### config.mk
export PLATFORM = sky130hd
export DESIGN_NAME = cpu_return_bus_sequencer_flat
export DESIGN_NICKNAME = d
export VERILOG_FILES = /design/src/hdl/rbs_pkg.sv /design/src/hdl/rbs_in_if.sv /design/src/hdl/rbs_out_if.sv /design/src/hdl/rbs_in_stage.sv /design/src/hdl/rbs_core.sv /design/src/hdl/rbs_out_stage.sv /design/src/hdl/cpu_return_bus_sequencer.sv /design/src/flat_wrapper.sv
export SDC_FILE = /design/constraint.sdc
export NUM_CORES = 1
export LEC_CHECK = 0
export BUFFER_PORTS_ARGS = -buffer_cell sky130_fd_sc_hd__buf_2
export CORE_AREA = 3 3 107 109
export CTS_CLUSTER_DIAMETER = 50
export DETAILED_ROUTE_END_ITERATION = 10
export DIE_AREA = 0 0 110 112
export GPL_ROUTABILITY_DRIVEN = 0
export GPL_TIMING_DRIVEN = 0
export HOLD_SLACK_MARGIN = 0.02
export MAX_ROUTING_LAYER = met4
export PLACE_DENSITY = 0.89
export SYNTH_ARGS = -nofsm -noshare
export SYNTH_HDL_FRONTEND = slang
export SYNTH_SLANG_ARGS = --single-unit
### constraint.sdc
create_clock -name clk_i -period 3.3 [get_ports clk_i]
set_clock_uncertainty 0.15 [all_clocks]
set_input_delay 0.66 -clock clk_i [delete_from_list [all_inputs] [get_ports clk_i]]
set_output_delay 0.66 -clock clk_i [all_outputs]
set_load 0.005 [all_outputs]
### src/hdl/rbs_pkg.sv
// Types and constants of the return bus sequencer.
`default_nettype none

package rbs_pkg;

  typedef struct packed {
    logic        action;
    logic [3:0]  condition;
    logic [7:0]  flags;
    logic [15:0] stack_start;
    logic        ready_req;
    logic [7:0]  data_in;
  } in_item_t;

  typedef struct packed {
    logic [15:0] address;
    logic        address_driven;
    logic [7:0]  status_byte;
    logic        status_driven;
    logic        sync;
    logic        dbin;
    logic        wait_flag;
    logic [15:0] stack_pointer;
    logic [15:0] return_target;
    logic        target_load;
    logic        fetch_next;
    logic        busy_res;
  } out_item_t;

  localparam logic [7:0] STATUS_STACK_READ = 8'h86;

  localparam logic [7:0] FLAG_S  = 8'h80;
  localparam logic [7:0] FLAG_Z  = 8'h40;
  localparam logic [7:0] FLAG_P  = 8'h04;
  localparam logic [7:0] FLAG_CY = 8'h01;

  localparam logic [3:0] COND_ALWAYS = 4'd0;
  localparam logic [3:0] COND_NZ     = 4'd1;
  localparam logic [3:0] COND_Z      = 4'd2;
  localparam logic [3:0] COND_NC     = 4'd3;
  localparam logic [3:0] COND_C      = 4'd4;
  localparam logic [3:0] COND_PO     = 4'd5;
  localparam logic [3:0] COND_PE     = 4'd6;
  localparam logic [3:0] COND_P      = 4'd7;
  localparam logic [3:0] COND_M      = 4'd8;

endpackage

`default_nettype wire

### src/hdl/rbs_in_if.sv
// Input channel: one T-state beat with valid/ready handshake.
`default_nettype none

interface rbs_in_if;
  import rbs_pkg::*;

  logic     valid;
  logic     ready;
  in_item_t data;

  modport source (output valid, output data, input ready);
  modport sink (input valid, input data, output ready);
  modport monitor (input valid, input data, input ready);
endinterface

`default_nettype wire

### src/hdl/rbs_out_if.sv
// Result channel: one bus-state beat with valid/ready handshake.
`default_nettype none

interface rbs_out_if;
  import rbs_pkg::*;

  logic      valid;
  logic      ready;
  out_item_t data;

  modport source (output valid, output data, input ready);
  modport sink (input valid, input data, output ready);
  modport monitor (input valid, input data, input ready);
endinterface

`default_nettype wire

### src/hdl/rbs_in_stage.sv
// Input register: captures one T-state beat and hands it to the sequencer.
`default_nettype none

module rbs_in_stage (
  input  wire logic             clk_i,
  input  wire logic             rst_ni,
  input  wire logic             valid_i,
  output logic                  ready_o,
  input  wire rbs_pkg::in_item_t data_i,
  input  wire logic             take_i,
  output logic                  valid_o,
  output rbs_pkg::in_item_t     data_o
);
  import rbs_pkg::*;

  logic     valid_q;
  in_item_t data_q;

  // Refill in the same cycle the held beat moves on.
  assign ready_o = !valid_q || take_i;
  assign valid_o = valid_q;
  assign data_o  = data_q;

  always_ff @(posedge clk_i or negedge rst_ni) begin
    if (!rst_ni) begin
      valid_q <= 1'b0;
    end else if (ready_o) begin
      valid_q <= valid_i;
    end
  end

  always_ff @(posedge clk_i) begin
    if (ready_o && valid_i) begin
      data_q <= data_i;
    end
  end

endmodule

`default_nettype wire

### src/hdl/rbs_core.sv
// T-state sequencer: machine-cycle state, stack pointer and popped bytes.
`default_nettype none

module rbs_core (
  input  wire logic              clk_i,
  input  wire logic              rst_ni,
  input  wire logic              adv_i,
  input  wire rbs_pkg::in_item_t item_i,
  output rbs_pkg::out_item_t     res_o
);
  import rbs_pkg::*;

  typedef enum logic [3:0] {
    ST_IDLE  = 4'd0,
    ST_T5TAK = 4'd1,
    ST_T5NOT = 4'd2,
    ST_M2T1  = 4'd3,
    ST_M2T2  = 4'd4,
    ST_M2TW  = 4'd5,
    ST_M2T3  = 4'd6,
    ST_M3T1  = 4'd7,
    ST_M3T2  = 4'd8,
    ST_M3TW  = 4'd9,
    ST_M3T3  = 4'd10
  } step_e;

  step_e       step_q, step_d;
  logic [15:0] sp_q, sp_d;
  logic [7:0]  low_q, low_d;
  logic [15:0] latch_q, latch_d;
  out_item_t   res;

  function automatic logic cond_taken(input logic [3:0] cc, input logic [7:0] f);
    logic t;
    case (cc)
      COND_ALWAYS: t = 1'b1;
      COND_NZ:     t = (f & FLAG_Z) == '0;
      COND_Z:      t = (f & FLAG_Z) != '0;
      COND_NC:     t = (f & FLAG_CY) == '0;
      COND_C:      t = (f & FLAG_CY) != '0;
      COND_PO:     t = (f & FLAG_P) == '0;
      COND_PE:     t = (f & FLAG_P) != '0;
      COND_P:      t = (f & FLAG_S) == '0;
      COND_M:      t = (f & FLAG_S) != '0;
      default:     t = 1'b0;
    endcase
    return t;
  endfunction

  always_comb begin
    res     = '0;
    step_d  = step_q;
    sp_d    = sp_q;
    low_d   = low_q;
    latch_d = latch_q;
    case (step_q)
      ST_T5TAK: begin
        res.busy_res = 1'b1;
        step_d       = ST_M2T1;
      end
      ST_T5NOT: begin
        res.fetch_next = 1'b1;
        step_d         = ST_IDLE;
      end
      ST_M2T1, ST_M3T1: begin
        latch_d            = sp_q;
        res.address        = sp_q;
        res.address_driven = 1'b1;
        res.status_byte    = STATUS_STACK_READ;
        res.status_driven  = 1'b1;
        res.sync           = 1'b1;
        res.busy_res       = 1'b1;
        step_d             = (step_q == ST_M2T1) ? ST_M2T2 : ST_M3T2;
      end
      ST_M2T2, ST_M3T2, ST_M2TW, ST_M3TW: begin
        // Advance SP once, in T2; wait states only hold.
        if (step_q == ST_M2T2 || step_q == ST_M3T2) begin
          sp_d = latch_q + 16'd1;
        end
        res.address        = latch_q;
        res.address_driven = 1'b1;
        res.dbin           = 1'b1;
        res.wait_flag      = (step_q == ST_M2TW || step_q == ST_M3TW);
        res.busy_res       = 1'b1;
        if (step_q == ST_M2T2 || step_q == ST_M2TW) begin
          step_d = item_i.ready_req ? ST_M2T3 : ST_M2TW;
        end else begin
          step_d = item_i.ready_req ? ST_M3T3 : ST_M3TW;
        end
      end
      ST_M2T3: begin
        low_d              = item_i.data_in;
        res.address        = latch_q;
        res.address_driven = 1'b1;
        res.dbin           = 1'b1;
        res.busy_res       = 1'b1;
        step_d             = ST_M3T1;
      end
      ST_M3T3: begin
        res.address        = latch_q;
        res.address_driven = 1'b1;
        res.dbin           = 1'b1;
        res.return_target  = {item_i.data_in, low_q};
        res.target_load    = 1'b1;
        res.fetch_next     = 1'b1;
        step_d             = ST_IDLE;
      end
      default: begin
        step_d = ST_IDLE;
        if (item_i.action) begin
          sp_d         = item_i.stack_start;
          res.busy_res = 1'b1;
          if (item_i.condition == COND_ALWAYS) begin
            step_d = ST_M2T1;
          end else if (cond_taken(item_i.condition, item_i.flags)) begin
            step_d = ST_T5TAK;
          end else begin
            step_d = ST_T5NOT;
          end
        end
      end
    endcase
    res.stack_pointer = sp_d;
  end

  assign res_o = res;

  always_ff @(posedge clk_i or negedge rst_ni) begin
    if (!rst_ni) begin
      step_q  <= ST_IDLE;
      sp_q    <= '0;
      low_q   <= '0;
      latch_q <= '0;
    end else if (adv_i) begin
      step_q  <= step_d;
      sp_q    <= sp_d;
      low_q   <= low_d;
      latch_q <= latch_d;
    end
  end

endmodule

`default_nettype wire

### src/hdl/rbs_out_stage.sv
// Result register: holds one bus-state beat until the receiver takes it.
`default_nettype none

module rbs_out_stage (
  input  wire logic               clk_i,
  input  wire logic               rst_ni,
  input  wire logic               valid_i,
  output logic                    ready_o,
  input  wire rbs_pkg::out_item_t data_i,
  output logic                    valid_o,
  input  wire logic               ready_i,
  output rbs_pkg::out_item_t      data_o
);
  import rbs_pkg::*;

  logic      valid_q;
  out_item_t data_q;

  assign ready_o = !valid_q || ready_i;
  assign valid_o = valid_q;
  assign data_o  = data_q;

  always_ff @(posedge clk_i or negedge rst_ni) begin
    if (!rst_ni) begin
      valid_q <= 1'b0;
    end else if (ready_o) begin
      valid_q <= valid_i;
    end
  end

  always_ff @(posedge clk_i) begin
    if (ready_o && valid_i) begin
      data_q <= data_i;
    end
  end

endmodule

`default_nettype wire

### src/hdl/cpu_return_bus_sequencer.sv
// Top level of the return bus sequencer.
//
// Use: feed one beat on item_i per processor T-state, starting with the
// beat that carries action = 1 at M1 T4 (condition, flags, stack_start).
// Each accepted beat gives exactly one beat on result_o with the merged
// bus outputs of that T-state: address, status, SYNC, DBIN, WAIT, SP, and
// in the final T3 the popped return target with target_load/fetch_next.
// ready_req of a beat is READY for that T-state; data_in is the bus byte.
// Path: a result beat goes through the input register, then the result
// register, before it appears on result_o.
// Throughput: one beat per cycle while result_o.ready is high; the
// next-state logic is one pass through the sequencer state between
// the two registers.
// Reset: the sequencer returns to idle with SP, popped byte and address
// latch cleared; both stages are empty.
// Stall: while result_o.ready is low the result beat holds, one more beat
// waits in the input register, then item_i.ready drops. Nothing is lost.
`default_nettype none

module cpu_return_bus_sequencer (
  input  wire logic   clk_i,
  input  wire logic   rst_ni,
  rbs_in_if.sink      item_i,
  rbs_out_if.source   result_o
);
  import rbs_pkg::*;

  logic      in_valid;
  in_item_t  in_data;
  logic      out_ready;
  logic      adv;
  out_item_t res;

  assign adv = in_valid && out_ready;

  rbs_in_stage u_in (
    .clk_i   (clk_i),
    .rst_ni  (rst_ni),
    .valid_i (item_i.valid),
    .ready_o (item_i.ready),
    .data_i  (item_i.data),
    .take_i  (adv),
    .valid_o (in_valid),
    .data_o  (in_data)
  );

  rbs_core u_core (
    .clk_i  (clk_i),
    .rst_ni (rst_ni),
    .adv_i  (adv),
    .item_i (in_data),
    .res_o  (res)
  );

  rbs_out_stage u_out (
    .clk_i   (clk_i),
    .rst_ni  (rst_ni),
    .valid_i (in_valid),
    .ready_o (out_ready),
    .data_i  (res),
    .valid_o (result_o.valid),
    .ready_i (result_o.ready),
    .data_o  (result_o.data)
  );

endmodule

`default_nettype wire

### src/flat_wrapper.sv
// flat-port wrapper written by rule: the top's interface ports become plain ports
module cpu_return_bus_sequencer_flat import rbs_pkg::*;
  (clk_i, rst_ni, item_i_valid, item_i_data, item_i_ready, result_o_valid, result_o_data, result_o_ready);
  rbs_in_if item_i_i ();
  rbs_out_if result_o_i ();
  input  wire logic clk_i;
  input  wire logic rst_ni;
  input wire logic [$bits(item_i_i.valid)-1:0] item_i_valid;
  input wire logic [$bits(item_i_i.data)-1:0] item_i_data;
  output wire logic [$bits(item_i_i.ready)-1:0] item_i_ready;
  output wire logic [$bits(result_o_i.valid)-1:0] result_o_valid;
  output wire logic [$bits(result_o_i.data)-1:0] result_o_data;
  input wire logic [$bits(result_o_i.ready)-1:0] result_o_ready;
  assign item_i_i.valid = item_i_valid;
  assign item_i_i.data = item_i_data;
  assign item_i_ready = item_i_i.ready;
  assign result_o_valid = result_o_i.valid;
  assign result_o_data = result_o_i.data;
  assign result_o_i.ready = result_o_ready;
  cpu_return_bus_sequencer u_core (.clk_i(clk_i), .rst_ni(rst_ni), .item_i(item_i_i), .result_o(result_o_i));
endmodule
==> impl_metrics.ini <==
[route]
top_layer = met4
route.detailed.drc = 0
routed-wl-met2_um = 6560
num_vias = 4126
wl_met1_um = 4880
drt-total-wl_um = 12900
antenna_left = 0
avgViaCountPerCell = 5.83
wl_per_cell_um = 18.2
wl_met3_um = 1080
first_iter_violations = 418
firstDrtPassIters = 6

[flow_run]
max_cap_violations = 0

[die]
core_mm2 = 0.0107
row_count = 38
dieArea_mm2 = 0.0123
ios = 108
die_w_um = 110
initial_core_util_pct = 55.2
die_y_um = 112

[synth]
yosysWarnings = 0
synth-xor-area-share_pct = 2.22
synth.distinct_cells = 55
syn_inst = 434
synth-seq-area-share_pct = 64.7
synth_top_family_by_area = compound AO/OA/AOI/OAI gates
synth-simple-area-share_pct = 10.3
synth_mux_area_share_pct = 7.29
synth_compound_area_share_pct = 11.3
avgSynthCellArea_um2 = 13.6
synth_edf_count = 89
ys_async_sr_fraction_pct = 34.1
yosys.area_share.adder_pct = 0.212
synth_flop_cell = edfxtp_1
ys_ff_latch = 135
synth_area_mm2 = 0.00591

[placed_design]
port_buffers = 98
dpl.hpwl_um = 8530
dp_slack_ps = -90.9

[sta]
hold_slack_ps = 153
worst_pin_slew_ps = 1110
period_share_pct = 76.6
hold_violations = 0
rsz0062_at_grt = false
worst_slack_ps = 773
period_minus_slack_ps = 2530
maxSlewHeadroom_pct = 26.3
finalSetupViolCount = 0
timing.fmax_ghz = 0.396
fin_setup_tns_ps = 0
drv_slew = 0

[grt]
antenna_found_initial = 0
gr-total-overflow = 0
grt_pass1_wl_um = 20000
grt_max_degree = 65
grt_pass1_vias = 3986
grt_usage_pct = 22.4

[clock_tree]
cts.sinks = 135
clockBufferDepth = 2
cts_setup_buffers = 0
ctsResizeCount = 0
clk_latency_ps = 530
h-tree-depth = 4
cts_buffers = 17
cts-hold-fix-buffers = 0
cts_tree = yes
cts_root_buf = clkbuf_8
clk_pin_slew_ps = 60

[worst_setup_path]
critical_path_peak_fanout = 64
crit_end = u_core.u_core.step_q[3]
critPathLaunchType = flop
crit_required_ps = 3570
cp.arrival_ps = 2790
rr_worst_depth = 7
path_class = flop to flop
cp-end-kind = flop
reg2reg_slack_ps = 770
critPathLaunch = u_core.u_out.valid_o
r2r-start = u_core.u_out.valid_o
reg2reg_to = u_core.u_core.step_q[3]

[pwr]
p_seq_share_pct = 41.1
internal_power_mw = 4.55
p_clk_share_pct = 29.0
p_switching_mw = 2.10
switching_share_pct = 31.6
ir_drop_v = 0.000494
power_mw = 6.64
power_density_mw_per_mm2 = 923
leakage_nw = 2.98
power_frac_comb_pct = 29.9

[layout]
syn_to_final_growth_pct = 21.9
fin_nets = 598
drive_above_1_share_pct = 34.2
final_util_pct = 67.3
diodes = 0

[status]
status = completed

[worst_hold_path]
hold_class = input port to flop
hp-start = item_i_data[15]
-- synthesized netlist by cell type, types with 3 or more instances --
| cell type | count | share of area [%] |
|---|---|---|
| nor3_1 | 4 | 0.34 |
| o211ai_1 | 3 | 0.38 |
| nand4_1 | 4 | 0.42 |
| mux2i_1 | 7 | 1.2 |
| o221ai_1 | 6 | 0.89 |
| a31oi_1 | 7 | 0.74 |
| nor2_1 | 15 | 0.95 |
| nand2b_1 | 12 | 1.3 |
| inv_1 | 9 | 0.57 |
| nor2b_1 | 5 | 0.53 |
| and2_1 | 17 | 1.8 |
| buf_2 | 10 | 0.85 |
| mux2_2 | 32 | 6.1 |
| nand3_1 | 7 | 0.59 |
| buf_4 | 12 | 1.5 |
| a21o_1 | 4 | 0.51 |
| edfxtp_1 | 89 | 45 |
| and3_1 | 4 | 0.42 |
| a22oi_1 | 15 | 1.9 |
| xor2_1 | 4 | 0.59 |
| o21ai_0 | 20 | 1.7 |
| nor4_1 | 5 | 0.53 |
| a22o_1 | 18 | 2.7 |
| nand2_1 | 23 | 1.5 |
| xnor2_1 | 11 | 1.6 |
| a21oi_2 | 3 | 0.44 |
| clkbuf_1 | 7 | 0.44 |
| dfrtp_1 | 46 | 19 |
| a21oi_1 | 6 | 0.51 |
-- cells by family (layout without fill, tap and decap cells) --
family / Yosys count / after routing
XOR/XNOR: 15 / 15
multiplexers: 39 / 39
adder cells (fa/ha/maj): 1 / 1
other: 1 / 5
AND/OR/NAND/NOR: 108 / 108
flip-flops: 135 / 135
buffers and inverters: 42 / 172
AO/OA/AOI/OAI: 93 / 93
-- final cells by class --
cell class	count	area, um^2
Sequential cell	135	3820
Fill cell	737	3500
Multi-Input combinational cell	261	1870
Timing Repair Buffer	98	490
Clock buffer	23	457
Buffer	33	200
Tap cell	140	175
Clock inverter	9	150
Inverter	9	33.8
-- power groups by stage --
| stage | Combinational (mW) | Clock (mW) | Sequential [mW] |
|---|---|---|---|
| detailed placement | 1.95 | 0 | 2.75 |
| floorplan | 1.33 | 0 | 2.68 |
| finish | 1.98 | 1.93 | 2.73 |
| global route | 2.17 | 2.02 | 2.79 |
| global placement | 1.87 | 0 | 2.71 |
| CTS | 1.98 | 1.95 | 2.72 |
-- layout by cell type, fill, tap and decap left out, types with 5 or more instances in the layout --
cell type,instances
buf_2,107
a31oi_1,7
clkbuf_16,16
edfxtp_1,89
and2_1,16
conb_1,5
a22oi_1,15
nand2b_1,12
mux2_2,32
nand3_1,7
o221ai_1,6
mux2i_1,7
a22o_1,18
dfrtp_1,46
nor2_1,15
nor4_1,5
clkbuf_1,11
buf_4,13
nor2b_1,5
a21oi_1,6
xnor2_1,11
nand2_1,23
inv_1,9
o21ai_0,20
-- routing by layer --
layer  global-route usage, %  up-vias
li1                        -     1877
met1                    27.4     1997
met2                    34.7      213
met3                    5.22       39
met4                    11.0        0
met5                       -        -
-- worst min path at each step --
stage | endpoint | slack (ps) | cells after the start
floorplan | u_core.u_core.latch_q[0] | 210 | 0
global placement | u_core.u_out.valid_o | 320 | 1
detailed placement | u_core.u_core.low_q[1] | 340 | 1
CTS | u_core.u_in.data_o[13] | 130 | 1
global route | u_core.u_in.data_o[7] | 130 | 1
finish | u_core.u_in.data_o[15] | 150 | 1
-- critical path, stage by stage (launching register included) --
cell and delay, ps:
dfrtp_1 400, nand2b_1 100, nand2_1 100, inv_1 190, buf_2 310, buf_4 700
o21ai_0 210, a32o_1 250
-- metrics by stage --
stage | cells | instance area [um^2]
after global placement | 676 | 6590
final | 708 | 7200
after CTS | 708 | 7200
after floorplan | 438 | 5920
after global routing | 708 | 7200
after detailed placement | 676 | 6590
-- sequential cells by signal, summed over array words and instances, names as in the netlist --
signal                 flops
u_core.u_out.valid_o       1
u_core.u_core.latch_q     16
u_core.u_core.step_q       4
u_core.u_in.data_o        34
u_core.u_core.low_q        8
u_core.u_in.valid_o        1
u_core.u_out.data_o       55
u_core.u_core.sp_q        16
No activity file was read; power rests on OpenSTA's default activity.
